### src/hdl/assert_macros.svh
// Assertion helpers shared by the RTL.
`ifndef ASSERT_MACROS_SVH
`define ASSERT_MACROS_SVH

// Property holds at every edge out of reset.
`define ASSERT_ALWAYS(label, clk, rst_n, expr) \
    label: assert property (@(posedge clk) disable iff (!rst_n) (expr)) \
        else $error("assertion failed");

// Same-cycle implication.
`define ASSERT_IMPLIES(label, clk, rst_n, ante, cons) \
    label: assert property (@(posedge clk) disable iff (!rst_n) (ante) |-> (cons)) \
        else $error("assertion failed");

`endif

### src/hdl/med_pkg.sv
`timescale 1ns / 1ps
package med_pkg;

    localparam logic [1:0] EL_DIT       = 2'd0;
    localparam logic [1:0] EL_DAH       = 2'd1;
    localparam logic [1:0] EL_CHAR_GAP  = 2'd2;
    localparam logic [1:0] EL_WORD_GAP  = 2'd3;

    localparam logic [2:0] MAX_ELEMENTS    = 3'd6;
    localparam logic [5:0] RECORD_CAPACITY = 6'd38;
    localparam int         NUM_SYMBOLS     = 38;

    typedef struct packed {
        logic [6:0] code;
        logic [2:0] len;
        logic [5:0] bits;
    } t_sym;

    // LSB first, 1 is a dah
    localparam t_sym SYM_TABLE [NUM_SYMBOLS] = '{
        '{7'h41, 3'd2, 6'h02}, '{7'h42, 3'd4, 6'h01}, '{7'h43, 3'd4, 6'h05},
        '{7'h44, 3'd3, 6'h01}, '{7'h45, 3'd1, 6'h00}, '{7'h46, 3'd4, 6'h04},
        '{7'h47, 3'd3, 6'h03}, '{7'h48, 3'd4, 6'h00}, '{7'h49, 3'd2, 6'h00},
        '{7'h4A, 3'd4, 6'h0E}, '{7'h4B, 3'd3, 6'h05}, '{7'h4C, 3'd4, 6'h02},
        '{7'h4D, 3'd2, 6'h03}, '{7'h4E, 3'd2, 6'h01}, '{7'h4F, 3'd3, 6'h07},
        '{7'h50, 3'd4, 6'h06}, '{7'h51, 3'd4, 6'h0B}, '{7'h52, 3'd3, 6'h02},
        '{7'h53, 3'd3, 6'h00}, '{7'h54, 3'd1, 6'h01}, '{7'h55, 3'd3, 6'h04},
        '{7'h56, 3'd4, 6'h08}, '{7'h57, 3'd3, 6'h06}, '{7'h58, 3'd4, 6'h09},
        '{7'h59, 3'd4, 6'h0D}, '{7'h5A, 3'd4, 6'h03},
        '{7'h30, 3'd5, 6'h1F}, '{7'h31, 3'd5, 6'h1E}, '{7'h32, 3'd5, 6'h1C},
        '{7'h33, 3'd5, 6'h18}, '{7'h34, 3'd5, 6'h10}, '{7'h35, 3'd5, 6'h00},
        '{7'h36, 3'd5, 6'h01}, '{7'h37, 3'd5, 6'h03}, '{7'h38, 3'd5, 6'h07},
        '{7'h39, 3'd5, 6'h0F},
        '{7'h2F, 3'd5, 6'h09}, '{7'h3F, 3'd6, 6'h0C}
    };

    // Parallel compare against every entry; 0 means no match.
    function automatic logic [6:0] match_symbol(input logic [5:0] bits, input logic [2:0] len);
        logic [6:0] code;
        code = 7'd0;
        for (int i = 0; i < NUM_SYMBOLS; i++) begin
            if (SYM_TABLE[i].len == len && SYM_TABLE[i].bits == bits) begin
                code = SYM_TABLE[i].code;
            end
        end
        return code;
    endfunction

endpackage

### src/hdl/morse_element_decoder.sv
`timescale 1ns / 1ps
// channel | signals                                   | dir
// element | i_valid, o_ready, i_element               | in
// char    | o_valid, i_ready, o_character,             | out
//         | o_space_before, o_to_record, o_record_slot |
// config  | i_cfg_we, i_cfg_wdata                      | in
//
// One word per cycle while the result is not stalled; a result passes through the
// input register, then is decoded into the result register.
// Synchronous active-low reset clears recording, the decoder and record count.
// A stalled result holds the decode stage; the input register still takes one
// more word, after which o_ready drops.
// A config write clears the pattern, the pending space and the record count.
`include "assert_macros.svh"

module morse_element_decoder (
    input  logic                     i_clk,
    input  logic                     i_rst_n,
    input  logic                     i_valid,
    output logic                     o_ready,
    input  logic [1:0]               i_element,
    output logic                     o_valid,
    input  logic                     i_ready,
    output logic [6:0]               o_character,
    output logic                     o_space_before,
    output logic                     o_to_record,
    output logic [5:0]               o_record_slot,
    input  logic                     i_cfg_we,
    input  logic                     i_cfg_wdata
);
    import med_pkg::*;

    logic       r_recording;
    logic [5:0] r_pattern;
    logic [2:0] r_count;
    logic       r_space;
    logic [5:0] r_record_count;

    logic       r_in_valid;
    logic [1:0] r_in_element;

    logic       r_out_valid;
    logic [6:0] r_character;
    logic       r_space_before;
    logic       r_to_record;
    logic [5:0] r_record_slot;

    logic       n_recording;
    logic [5:0] n_pattern;
    logic [2:0] n_count;
    logic       n_space;
    logic [5:0] n_record_count;
    logic       n_emit;
    logic [6:0] n_character;
    logic       n_to_record;
    logic [5:0] n_record_slot;

    logic       out_free;
    logic       advance;
    logic [6:0] match_code;

    assign out_free = !r_out_valid || i_ready;
    assign advance  = r_in_valid && out_free;
    assign o_ready  = !r_in_valid || out_free;

    assign match_code = match_symbol(r_pattern, r_count);

    always_comb begin
        n_recording    = r_recording;
        n_pattern      = r_pattern;
        n_count        = r_count;
        n_space        = r_space;
        n_record_count = r_record_count;
        n_emit         = 1'b0;
        n_character    = match_code;
        n_to_record    = r_recording;
        n_record_slot  = r_recording ? r_record_count : 6'd0;
        if (i_cfg_we) begin
            n_recording    = i_cfg_wdata;
            n_pattern      = 6'd0;
            n_count        = 3'd0;
            n_space        = 1'b0;
            n_record_count = 6'd0;
        end else if (advance) begin
            case (r_in_element)
                EL_DIT, EL_DAH: begin
                    if (r_count < MAX_ELEMENTS) begin
                        if (r_in_element == EL_DAH) begin
                            n_pattern[r_count] = 1'b1;
                        end
                        n_count = r_count + 3'd1;
                    end
                end
                EL_CHAR_GAP: begin
                    if (r_count != 3'd0) begin
                        if (match_code != 7'd0) begin
                            if (!r_recording) begin
                                n_emit = 1'b1;
                            end else if (r_record_count < RECORD_CAPACITY) begin
                                n_emit         = 1'b1;
                                n_record_count = r_record_count + 6'd1;
                            end
                        end
                        n_pattern = 6'd0;
                        n_count   = 3'd0;
                        n_space   = 1'b0;
                    end
                end
                EL_WORD_GAP: begin
                    n_pattern = 6'd0;
                    n_count   = 3'd0;
                    n_space   = 1'b1;
                end
                default: begin
                    n_pattern = r_pattern;
                end
            endcase
        end
    end

    always_ff @(posedge i_clk) begin
        if (!i_rst_n) begin
            r_recording    <= 1'b0;
            r_pattern      <= 6'd0;
            r_count        <= 3'd0;
            r_space        <= 1'b0;
            r_record_count <= 6'd0;
            r_in_valid     <= 1'b0;
            r_out_valid    <= 1'b0;
        end else begin
            r_recording    <= n_recording;
            r_pattern      <= n_pattern;
            r_count        <= n_count;
            r_space        <= n_space;
            r_record_count <= n_record_count;
            if (o_ready) begin
                r_in_valid <= i_valid;
            end
            if (out_free) begin
                r_out_valid <= advance && n_emit;
            end
        end
    end

    always_ff @(posedge i_clk) begin
        if (o_ready && i_valid) begin
            r_in_element <= i_element;
        end
        if (advance && n_emit) begin
            r_character    <= n_character;
            r_space_before <= r_space;
            r_to_record    <= n_to_record;
            r_record_slot  <= n_record_slot;
        end
    end

    assign o_valid        = r_out_valid;
    assign o_character    = r_character;
    assign o_space_before = r_space_before;
    assign o_to_record    = r_to_record;
    assign o_record_slot  = r_record_slot;

    `ASSERT_ALWAYS(a_count_max, i_clk, i_rst_n, r_count <= MAX_ELEMENTS)
    `ASSERT_ALWAYS(a_record_max, i_clk, i_rst_n, r_record_count <= RECORD_CAPACITY)
    `ASSERT_IMPLIES(a_empty_pattern, i_clk, i_rst_n, r_count == 3'd0, r_pattern == 6'd0)
    `ASSERT_IMPLIES(a_display_slot, i_clk, i_rst_n, o_valid && !o_to_record, o_record_slot == 6'd0)

endmodule
### config.mk
export PLATFORM = sky130hd
export DESIGN_NAME = morse_element_decoder
export DESIGN_NICKNAME = d
export VERILOG_FILES = /design/src/hdl/med_pkg.sv /design/src/hdl/morse_element_decoder.sv
export VERILOG_INCLUDE_DIRS = /design/src /design/src/hdl
export SDC_FILE = /design/constraint.sdc
export NUM_CORES = 1
export LEC_CHECK = 0
export ABC_AREA = 1
export BUFFER_PORTS_ARGS = -buffer_cell sky130_fd_sc_hd__buf_2
export CORE_MARGIN = 4
export CORE_UTILIZATION = 58
export DETAILED_ROUTE_END_ITERATION = 6
export PLACE_DENSITY = 0.82
export SYNTH_ARGS = -nofsm -noshare
export SYNTH_HDL_FRONTEND = slang
export SYNTH_SLANG_ARGS = --single-unit
### constraint.sdc
create_clock -name i_clk -period 2.91 [get_ports i_clk]
set_input_delay 0.582 -clock i_clk [delete_from_list [all_inputs] [get_ports i_clk]]
set_output_delay 0.582 -clock i_clk [all_outputs]
set_load 0.02 [all_outputs]
Yosys cells after proc, flatten, opt, wreduce, memory -nomap -nowiden
Index checks and enable logic that the tools add are counted.
- register bits after elaboration: 36
- latch bits: 0
- RAM bits: 0
- memory bits (read-only): 0
- input bits: 8
- output and inout port bits: 17
- word-level logic and storage cells: 164
- memories: 0
- $add $sub $neg: 2
- multiply operators: 0
- divide/modulo/power cells: 0
- order comparisons: 4
- eq/ne operators: 31
- shifts and indexed selects: 0
- multiplexer cells: 56
- bitwise gates (word level): 2
- reduce and logical (&&, ||, !) cells: 57
- operators by type and width (cell ; count):
    two-way mux 7 bit ; 38
    == test 4 x 6 -> 1 bit, first input constant ; 7
    logical AND 1 bit ; 42
    == test 5 x 6 -> 1 bit, first input constant ; 5
    == test 3 x 6 -> 1 bit, first input constant ; 4
    two-way mux 6 bit ; 3
    case mux 6 bit (3 select lines) ; 1
    == test 2 x 6 -> 1 bit, first input constant ; 2
    == test 3 bit, first input constant ; 3
    two-way mux 1 bit ; 9
    case mux 3 bit (3 select lines) ; 1
    nonzero test 7 bit ; 1
    adder 6 x 1 -> 6 bit, second input constant ; 1
    == test 1 x 6 -> 1 bit, first input constant ; 1
    == test 2 x 3 -> 1 bit, first input constant ; 2
    zero test 6 bit ; 1
    less-than comparator 6 bit, second input constant ; 1
    two-way mux 3 bit ; 2
    inequality test 2 bit, second input constant ; 3
    bitwise OR 6 bit ; 1
    AND reduction 3 bit ; 2
    AND reduction 6 bit ; 1
    == test 2 bit, second input constant ; 2
    less-than comparator 3 x 4 -> 1 bit, second input constant ; 1
    other kinds (15) ; 18

Depth between registers and ports, before layout
Gate-level depths: netlist of run 1.
- depth after elaboration: 47
- gate-level depth with buffers: 19
- depth with buffers taken out: 19

Worst setup path before layout of run 1
Ideal clock, no wire load.
- path kind: flip-flop to flip-flop
- start point: reg r_count[0]
- end point: reg r_character[0], in the netlist o_character[0], enable pin
- library setup time: 0.359 ns
- arrival: 1.923 ns
- required time: 2.551 ns
- path slack: 0.628 ns
- stages on the path, launching flop included: 14
- buffers on the path: 1
- clock period less this slack: 2.282 ns
- cell sequence: dfxtp_1 -> ha_1 -> ha_1 -> buf_1 -> nand3_1 -> nand2_1 -> nor2_1 -> nand4_1 -> nor3_2 -> nand2_1 -> nand2_1 -> inv_2 -> nand4_1 -> inv_1
- cells in the longest elaborated chain, start to end: 47
- elaborated cells between the ends (all ways): 90
- classes of those cells: eq/ne (6); mux (43); reduce/logical (41)
- ends and longest elaborated chain (item ; RTL line ; text):
    start: declaration ; morse_element_decoder.sv:35 ; logic [2:0] r_count;
    start signal: assignment ; morse_element_decoder.sv:133 ; r_count <= n_count;
    == test 2 x 3 -> 1 bit ; med_pkg.sv:42 ; if (SYM_TABLE[i].len == len && SYM_TABLE[i].bits == bits) begin
    logical AND 1 bit ; med_pkg.sv:42 ;
    two-way mux 7 bit (38 in a row) ; med_pkg.sv:42 ;
    nonzero test 7 bit ; morse_element_decoder.sv:96 ; if (match_code != 7'd0) begin
    two-way mux 1 bit ; morse_element_decoder.sv:96 ;
    two-way mux 1 bit (*) ; morse_element_decoder.sv:95 ; if (r_count != 3'd0) begin
    two-way mux 1 bit (*) ; morse_element_decoder.sv:85 ; case (r_in_element)
    two-way mux 1 bit (*) ; morse_element_decoder.sv:84 ; end else if (advance) begin
    two-way mux 1 bit (*) ; morse_element_decoder.sv:78 ; if (i_cfg_we) begin
    logical AND 1 bit (*) ; morse_element_decoder.sv:149 ; if (advance && n_emit) begin
    end signal: assignment ; morse_element_decoder.sv:150 ; r_character <= n_character;
    end: declaration ; morse_element_decoder.sv:43 ; logic [6:0] r_character;
Every way passes the cells marked *; elsewhere a longest branch is shown, timed or not.
A chain may end at the register's enable or synchronous reset.

Worst setup path after layout of run 1
- start point: reg r_count[0]
- end point: reg r_character[2], in the netlist o_character[2], enable pin
The elaborated chain is that of the path after synthesis.

==> results.yml, run 1 <==
critical_path:
  slowest_stage: "dfxtp_1"
  critical_path_class: "register to register"
  cp_num_buf_inv: 5
  crit_fanout: 15
  worstSetupEndpointType: "register"
  cp-start-kind: "register"
  timing.rr.end: "o_character[2]$_DFFE_PP_"
  path_cells: "inv_1 -> ha_1 -> nand2_4 -> inv_1 -> nand3_1 -> o21ai_1 -> nor2_1 -> nand4_1 -> nor3_2 -> nand2_1 -> nand2_1 -> inv_2 -> nand4_1 -> inv_1 -> buf_4"
  critPathTopFamily: "simple AND/OR/NAND/NOR gates"
  max_stage_delay_ns: 0.46
  cp.arrival_ns: 2.66
  worstPathRequired_ns: 2.96
  rr_worst_depth: 15
  rr_startpoint: "r_count[0]$_SDFFE_PP0P_"
  path_common_cell: "inv_1"
  r2r_slack_ns: 0.30
cts:
  ctsRootBufferMaster: "clkbuf_8"
  htreeDepth: 2
  post_cts.repair.setup_buffers: 0
  worstSkewPairLatency_ns: 0.29
  cts_resized: 0
  clk_path_buf_depth: 2
  clk_pin_slew_worst_paths_ns: 0.07
  cts_num_sinks: 36
  cts_buffers: 5
  postCtsHoldBufs: 0
  cts_tree: "done"
pwr:
  powerDensity_mw_per_mm2: 416
  p_sw_uw: 226
  ir_drop_uv: 353
  sequentialPowerShare_pct: 52.4
  clock_power_share_pct: 42.7
  intPower_uw: 803
  p_sw_share_pct: 22.0
  p_leak_uw: 0.00126
  p_comb_share_pct: 5.0
timing:
  tightest_slew_ns: 0.720
  hold_violations: 0
  fmax_mhz: 383
  grt_setup_unrepaired: "no"
  slew_viol_final: 0
  period_minus_slack_ns: 2.61
  layout_setup_ws_ns: 0.301
  tns_ns: 0
  fin_skew_ns: 0.00612
  finalCritPeriodShare_pct: 89.7
  setup_viol: 0
  relSlewSlack_pct: 51.5
synthesis:
  synth_enable_flop_cells: 17
  yosysUniqueCellTypes: 29
  synth.area.top_cells: "edfxtp_1 23%, dfxtp_1 17%, nand2_1 9.6%"
  ys_warn_count: 0
  synth-seq-cells: 36
  netlist_area_mm2: 0.00218
  ys_seq_area_share_pct: 40.8
  synth_top_cell_by_area: "edfxtp_1"
  syn_area_per_cell_um2: 7.30
  yosysTopAreaCellShare_pct: 23.4
  syn_nets: 313
  ys.flop_type: "dfxtp_1"
  syn_inst: 299
  synthArstFlopShare_pct: 0
cells_and_area:
  ff_latch_area_um2: 891
  layout-drive-gt1-share_pct: 18.8
  final_cell_mix: "56 x nand2_1, 49 x inv_1, 33 x nor2_1"
  antenna_cells: 0
  final_common_cell: "nand2_1"
  multi_input_area_mm2: 0.00106
  fin_nets: 343
  postLayoutCellArea_mm2: 0.00247
  fill_cells: 325
  area_delta_synth_final_pct: 13.4
detailed_routing:
  routed_wl_mm: 5.05
  drtAntennaViolNets: 0
  drt_pass1_iterations: 6
  drc_errors: 0
  wl_per_cell_um: 13.4
  drt_iter0_drc: 207
  viasPerCell: 5.44
  num_vias: 2057
outcome:
  status: "complete, no violations"
global_routing:
  grt_pass1_wl_mm: 8.54
  met1_usage_pct: 25.6
  grt-ovfl-total: 0
  antenna_found_initial: 0
  busiest_layer: "met2"
  grt_use_met3_pct: 5.94
  grt_use_total_pct: 22.1
  grt_pass1_vias: 1929
  grtUsageMet2_pct: 37.9
  grt_max_degree: 16
floorplan:
  coreArea_mm2: 0.00366
  ioPinCount: 25
  fp.dieArea_mm2: 0.00481
  die_x_um: 69.4
  die_y_um: 69.4
  rows: 22
  start_util_pct: 59.6
placed_design:
  gp_congestion: 0.970
  placed_area_mm2: 0.00236
  dp_hpwl_mm: 4.08
  port_buffers: 24
  place_ws_ns: 0.351
min_path:
  hold_end: "o_space_before$_DFFE_PP_"
  hold_class: "register to register"
  hp-start: "r_space$_SDFFE_PP0P_"
  min_path_cells: 0
job:
  maxCapViolCount: 0
## worst reg2reg max path, delay by kind of cell, from the launching register on
kind | cells | cell delay [ns]
compound gates | 1 | 0.10
simple gates | 8 | 0.95
fa+ha+maj | 1 | 0.27
buf+inv | 5 | 0.57
flops | 1 | 0.46
## Yosys cell counts (2+ instances only)
cell	number
a211oi_1	2
a21oi_1	18
a31oi_1	5
dfxtp_1	19
edfxtp_1	17
ha_1	6
inv_1	49
inv_2	5
inv_4	3
nand2_1	56
nand2_2	5
nand2_4	4
nand3_1	25
nand3_2	2
nand4_1	10
nor2_1	33
nor2_2	6
nor3_1	4
nor3_2	2
o21a_1	2
o21ai_0	10
o21ai_1	7
o21ai_2	2
o21bai_1	2
## cell families after synthesis
| kind of cell | count (synthesis) | synth area share (%) |
|---|---|---|
| AO/OA/AOI/OAI | 49 | 12.8 |
| adder cells (fa/ha/maj) | 6 | 3.44 |
| buffers and inverters | 59 | 10.5 |
| flip-flops | 36 | 40.8 |
| AND/OR/NAND/NOR | 149 | 32.5 |
## cell type report
type | instances | area share, %
sequential | 36 | 36.0
clock inverter | 3 | 1.72
clock buffer | 5 | 2.78
multi-input combinational | 204 | 43.0
timing repair buffer | 25 | 5.16
inverter | 57 | 8.95
tap | 48 | 2.43
## worst max-delay path by stage
stage,from,endpoint,cells after the start
floorplan,r_count[0]$_SDFFE_PP0P_,o_character[0]$_DFFE_PP_,13
global placement,r_count[0]$_SDFFE_PP0P_,o_character[4]$_DFFE_PP_,15
detailed placement,r_count[0]$_SDFFE_PP0P_,o_record_slot[2]$_SDFFCE_PN0P_,15
CTS,r_count[0]$_SDFFE_PP0P_,o_record_slot[1]$_SDFFCE_PN0P_,15
global route,r_count[0]$_SDFFE_PP0P_,o_character[5]$_DFFE_PP_,15
finish,r_count[0]$_SDFFE_PP0P_,o_character[2]$_DFFE_PP_,15
## power by group through the flow
stage	sequential, µW	combinational (µW)	clock, µW
floorplan	547	37.0	0
global placement	550	49.4	0
detailed placement	550	50.2	0
CTS	538	50.7	447
global route	539	57.2	466
finish	539	51.0	439
## layer usage
layer  vias to the layer above  wire length [µm]
met3                        18               278
met2                        73              2420
li1                       1043                 -
met5                         -                 0
met4                         0               170
met1                       923              2180
## per-stage QoR
step,hold slack [ns],util [%],instances,total power [µW]
2_1_floorplan,0.402,-,299,584
3_3_place_gp,0.431,64.6,370,599
3_5_place_dp,0.436,64.6,370,600
4_1_cts,0.447,67.6,378,1040
5_1_grt,0.451,67.6,378,1060
6_report,0.451,67.6,378,1030
## sequential cells by signal, summed over array words and instances (netlist names)
signal and flops:
n_to_record 1, o_character 7, o_record_slot 6, o_space_before 1
o_to_record 1, o_valid 1, r_count 3, r_in_element 2
r_in_valid 1, r_pattern 6, r_record_count 6, r_space 1
Note: power is estimated with default switching activity, not from simulation.
==> run 2, diff against run 1 <==
- ABC_AREA: 1 -> unset
- CORE_UTILIZATION: 58 -> 59
- HOLD_SLACK_MARGIN: unset -> 0.15
- PLACE_DENSITY: 0.82 -> 0.83
- SLEW_MARGIN: unset -> 30
==> run 2 against run 1 <==
Cell area rose by 15%. Count of clock-buffer cells in the layout unchanged. Combinational power down 3%. Power rose by 2.0%. Largest power group unchanged. Utilization is 3.4 points higher. Maximum frequency is 4.0% lower. First-iteration DRC count up 40%.
==> results.yml, run 2 <==
placed_design:
  gp_congestion: 0.956
  port_buffers: 24
  dp_cells: 366
  dp_hpwl_mm: 4.92
synthesis:
  synth.area.top_cells: "edfxtp_1 21%, dfxtp_1 16%, nor2_1 4.4%"
  syn_nets: 299
  synth_top_cell_by_area: "edfxtp_1"
  yosysTopAreaCellShare_pct: 20.8
  synth_common_cells: "29 x nor2_1, 24 x nand2_1, 19 x dfxtp_1, 19 x nand3_1, 17 x edfxtp_1"
  syn_area_per_cell_um2: 8.60
  ys_seq_area_share_pct: 36.3
  synth_most_common_cell: "nor2_1"
  synth-seq-cells: 36
  ys_warn_count: 0
  ys.flop_type: "dfxtp_1"
  synth_enable_flop_cells: 17
  synthArstFlopShare_pct: 0
  syn_inst: 285
  yosysUniqueCellTypes: 64
  netlist_area_mm2: 0.00245
critical_path:
  worstSetupEndpointType: "register"
  cp-start-kind: "register"
  cp.arrival_ns: 2.92
  crit_fanout: 17
  worstPathRequired_ns: 3.11
  critical_path_class: "register to register"
cts:
  htreeDepth: 2
  cts_tree: "done"
  worstSkewPairLatency_ns: 0.30
  cts_buffers: 5
  clk_pin_slew_worst_paths_ns: 0.08
  ctsRootBufferMaster: "clkbuf_8"
  cts_num_sinks: 36
  clk_path_buf_depth: 2
timing:
  fin_skew_ns: 0.00868
  tightest_slew_ns: 0.767
  grt_setup_unrepaired: "no"
  setup_viol: 0
  hold_violations: 0
  finalCritPeriodShare_pct: 93.4
  tns_ns: 0
  relSlewSlack_pct: 48.1
  period_minus_slack_ns: 2.72
  fmax_mhz: 368
  slew_viol_final: 0
cells_and_area:
  final_common_cell: "nor2_1"
  layout-drive-gt1-share_pct: 20.9
  antenna_cells: 0
  fin_nets: 338
  fill_cells: 321
  instances_no_fill: 375
  fin_util_pct: 71.0
  area_delta_synth_final_pct: 15.8
  final_cell_mix: "29 x nor2_1, 25 x buf_4, 24 x nand2_1, 24 x buf_2"
  largest_reg_flops: 7
detailed_routing:
  routed_wl_mm: 6.59
  wl_per_cell_um: 17.6
  drc_errors: 0
  drt_iter0_drc: 290
  drtAntennaViolNets: 0
  viasPerCell: 6.41
  num_vias: 2404
  drt_pass1_iterations: 5
floorplan:
  die_y_um: 72.5
  start_util_pct: 61.3
  fp.dieArea_mm2: 0.00525
  ioPinCount: 25
  coreArea_mm2: 0.00400
  rows: 23
  die_x_um: 72.5
pwr:
  powerDensity_mw_per_mm2: 370
  p_comb_share_pct: 4.7
  sequentialPowerShare_pct: 51.5
  clock_power_share_pct: 43.8
  ir_drop_uv: 472
  intPower_uw: 811
  p_leak_uw: 0.00115
  p_sw_uw: 239
  total_power_uw: 1050
  p_sw_share_pct: 22.8
job:
  maxCapViolCount: 0
global_routing:
  grt-ovfl-total: 0
  grt_max_degree: 18
  grt_use_total_pct: 26.4
  antenna_found_initial: 0
  grt_pass1_vias: 2279
  grt_pass1_wl_mm: 10.8
outcome:
  status: "complete, no violations"
min_path:
  hold_class: "input port to register"
-- run 2: critical path: stages (launching register included) --
cell      delay, ns
dfxtp_1        0.77
nor2_1         0.27
and2_1         0.24
o21ai_1        0.23
nand4b_1       0.17
or3_1          0.42
nor3b_4        0.17
buf_12         0.17
o21a_1         0.18
-- run 2: repair_timing --
action                                  in CTS  in global routing
buffers inserted                             0                  1
gates resized for setup                      0                  0
hold buffers                                 0                  0
endpoints found under the setup margin       0                 16
-- run 2: final timing paths --
path / start / to / slack [ns] / depth (start not counted)
worst max register to register: r_pattern[2]$_SDFFE_PP0P_ / o_valid$_SDFFE_PN0P_ / 0.19 / 8
worst min register to register: r_space$_SDFFE_PP0P_ / r_space$_SDFFE_PP0P_ / 0.49 / 2
worst max-delay path: r_pattern[2]$_SDFFE_PP0P_ / o_valid$_SDFFE_PN0P_ / 0.19 / 8
worst min-delay path: i_element[0] / r_in_element[0]$_DFFE_PP_ / 0.46 / 1
-- run 2: stage by stage --
| stage | worst slack [ns] | hold slack [ns] | area (µm²) |
|---|---|---|---|
| finish | 0.192 | 0.459 | 2840 |
| global route | 0.00366 | 0.451 | 2840 |
| CTS | 0.0302 | 0.452 | 2820 |
| detailed placement | 0.0355 | 0.469 | 2710 |
| global placement | 0.163 | 0.452 | 2710 |
| floorplan | 0.174 | 0.408 | 2450 |
-- run 2: layer usage --
| layer | track usage [%] | vias to the layer above | wire length [µm] | share of wire, % |
|---|---|---|---|---|
| met5 | 0 | - | 0 | 0 |
| met3 | 6.79 | 13 | 566 | 8.6 |
| met2 | 42.1 | 130 | 3110 | 47 |
| met4 | 9.02 | 0 | 72 | 1.1 |
| li1 | - | 1148 | - | - |
| met1 | 34.8 | 1113 | 2840 | 43 |
-- run 2: cell families (layout without fill, tap and decap cells) --
logic type | Yosys count | after routing | share of synthesized area [%]
flops | 36 | 36 | 36.3
simple gates | 141 | 141 | 32.3
buf+inv | 24 | 64 | 5.82
xor+xnor | 3 | 3 | 1.07
mux | 3 | 3 | 1.22
compound gates | 72 | 72 | 20.2
fa+ha+maj | 6 | 6 | 3.06
-- run 2: layout make-up --
cell class	count	area [µm²]	share of cell area, %
Sequential cell	36	891	31.4
Tap cell	50	62.6	2.20
Inverter	6	25.0	0.881
Clock inverter	3	45.0	1.59
Multi-Input combinational cell	225	1420	50.0
Timing Repair Buffer	50	328	11.5
Clock buffer	5	68.8	2.42
-- run 2: power by group through the flow --
stage	registers (µW)	clock network [µW]	logic, µW
after CTS	540	462	48.8
after detailed placement	552	0	48.5
after global placement	552	0	46.9
after floorplan	547	0	35.6
after global routing	542	487	54.9
final	540	460	49.5
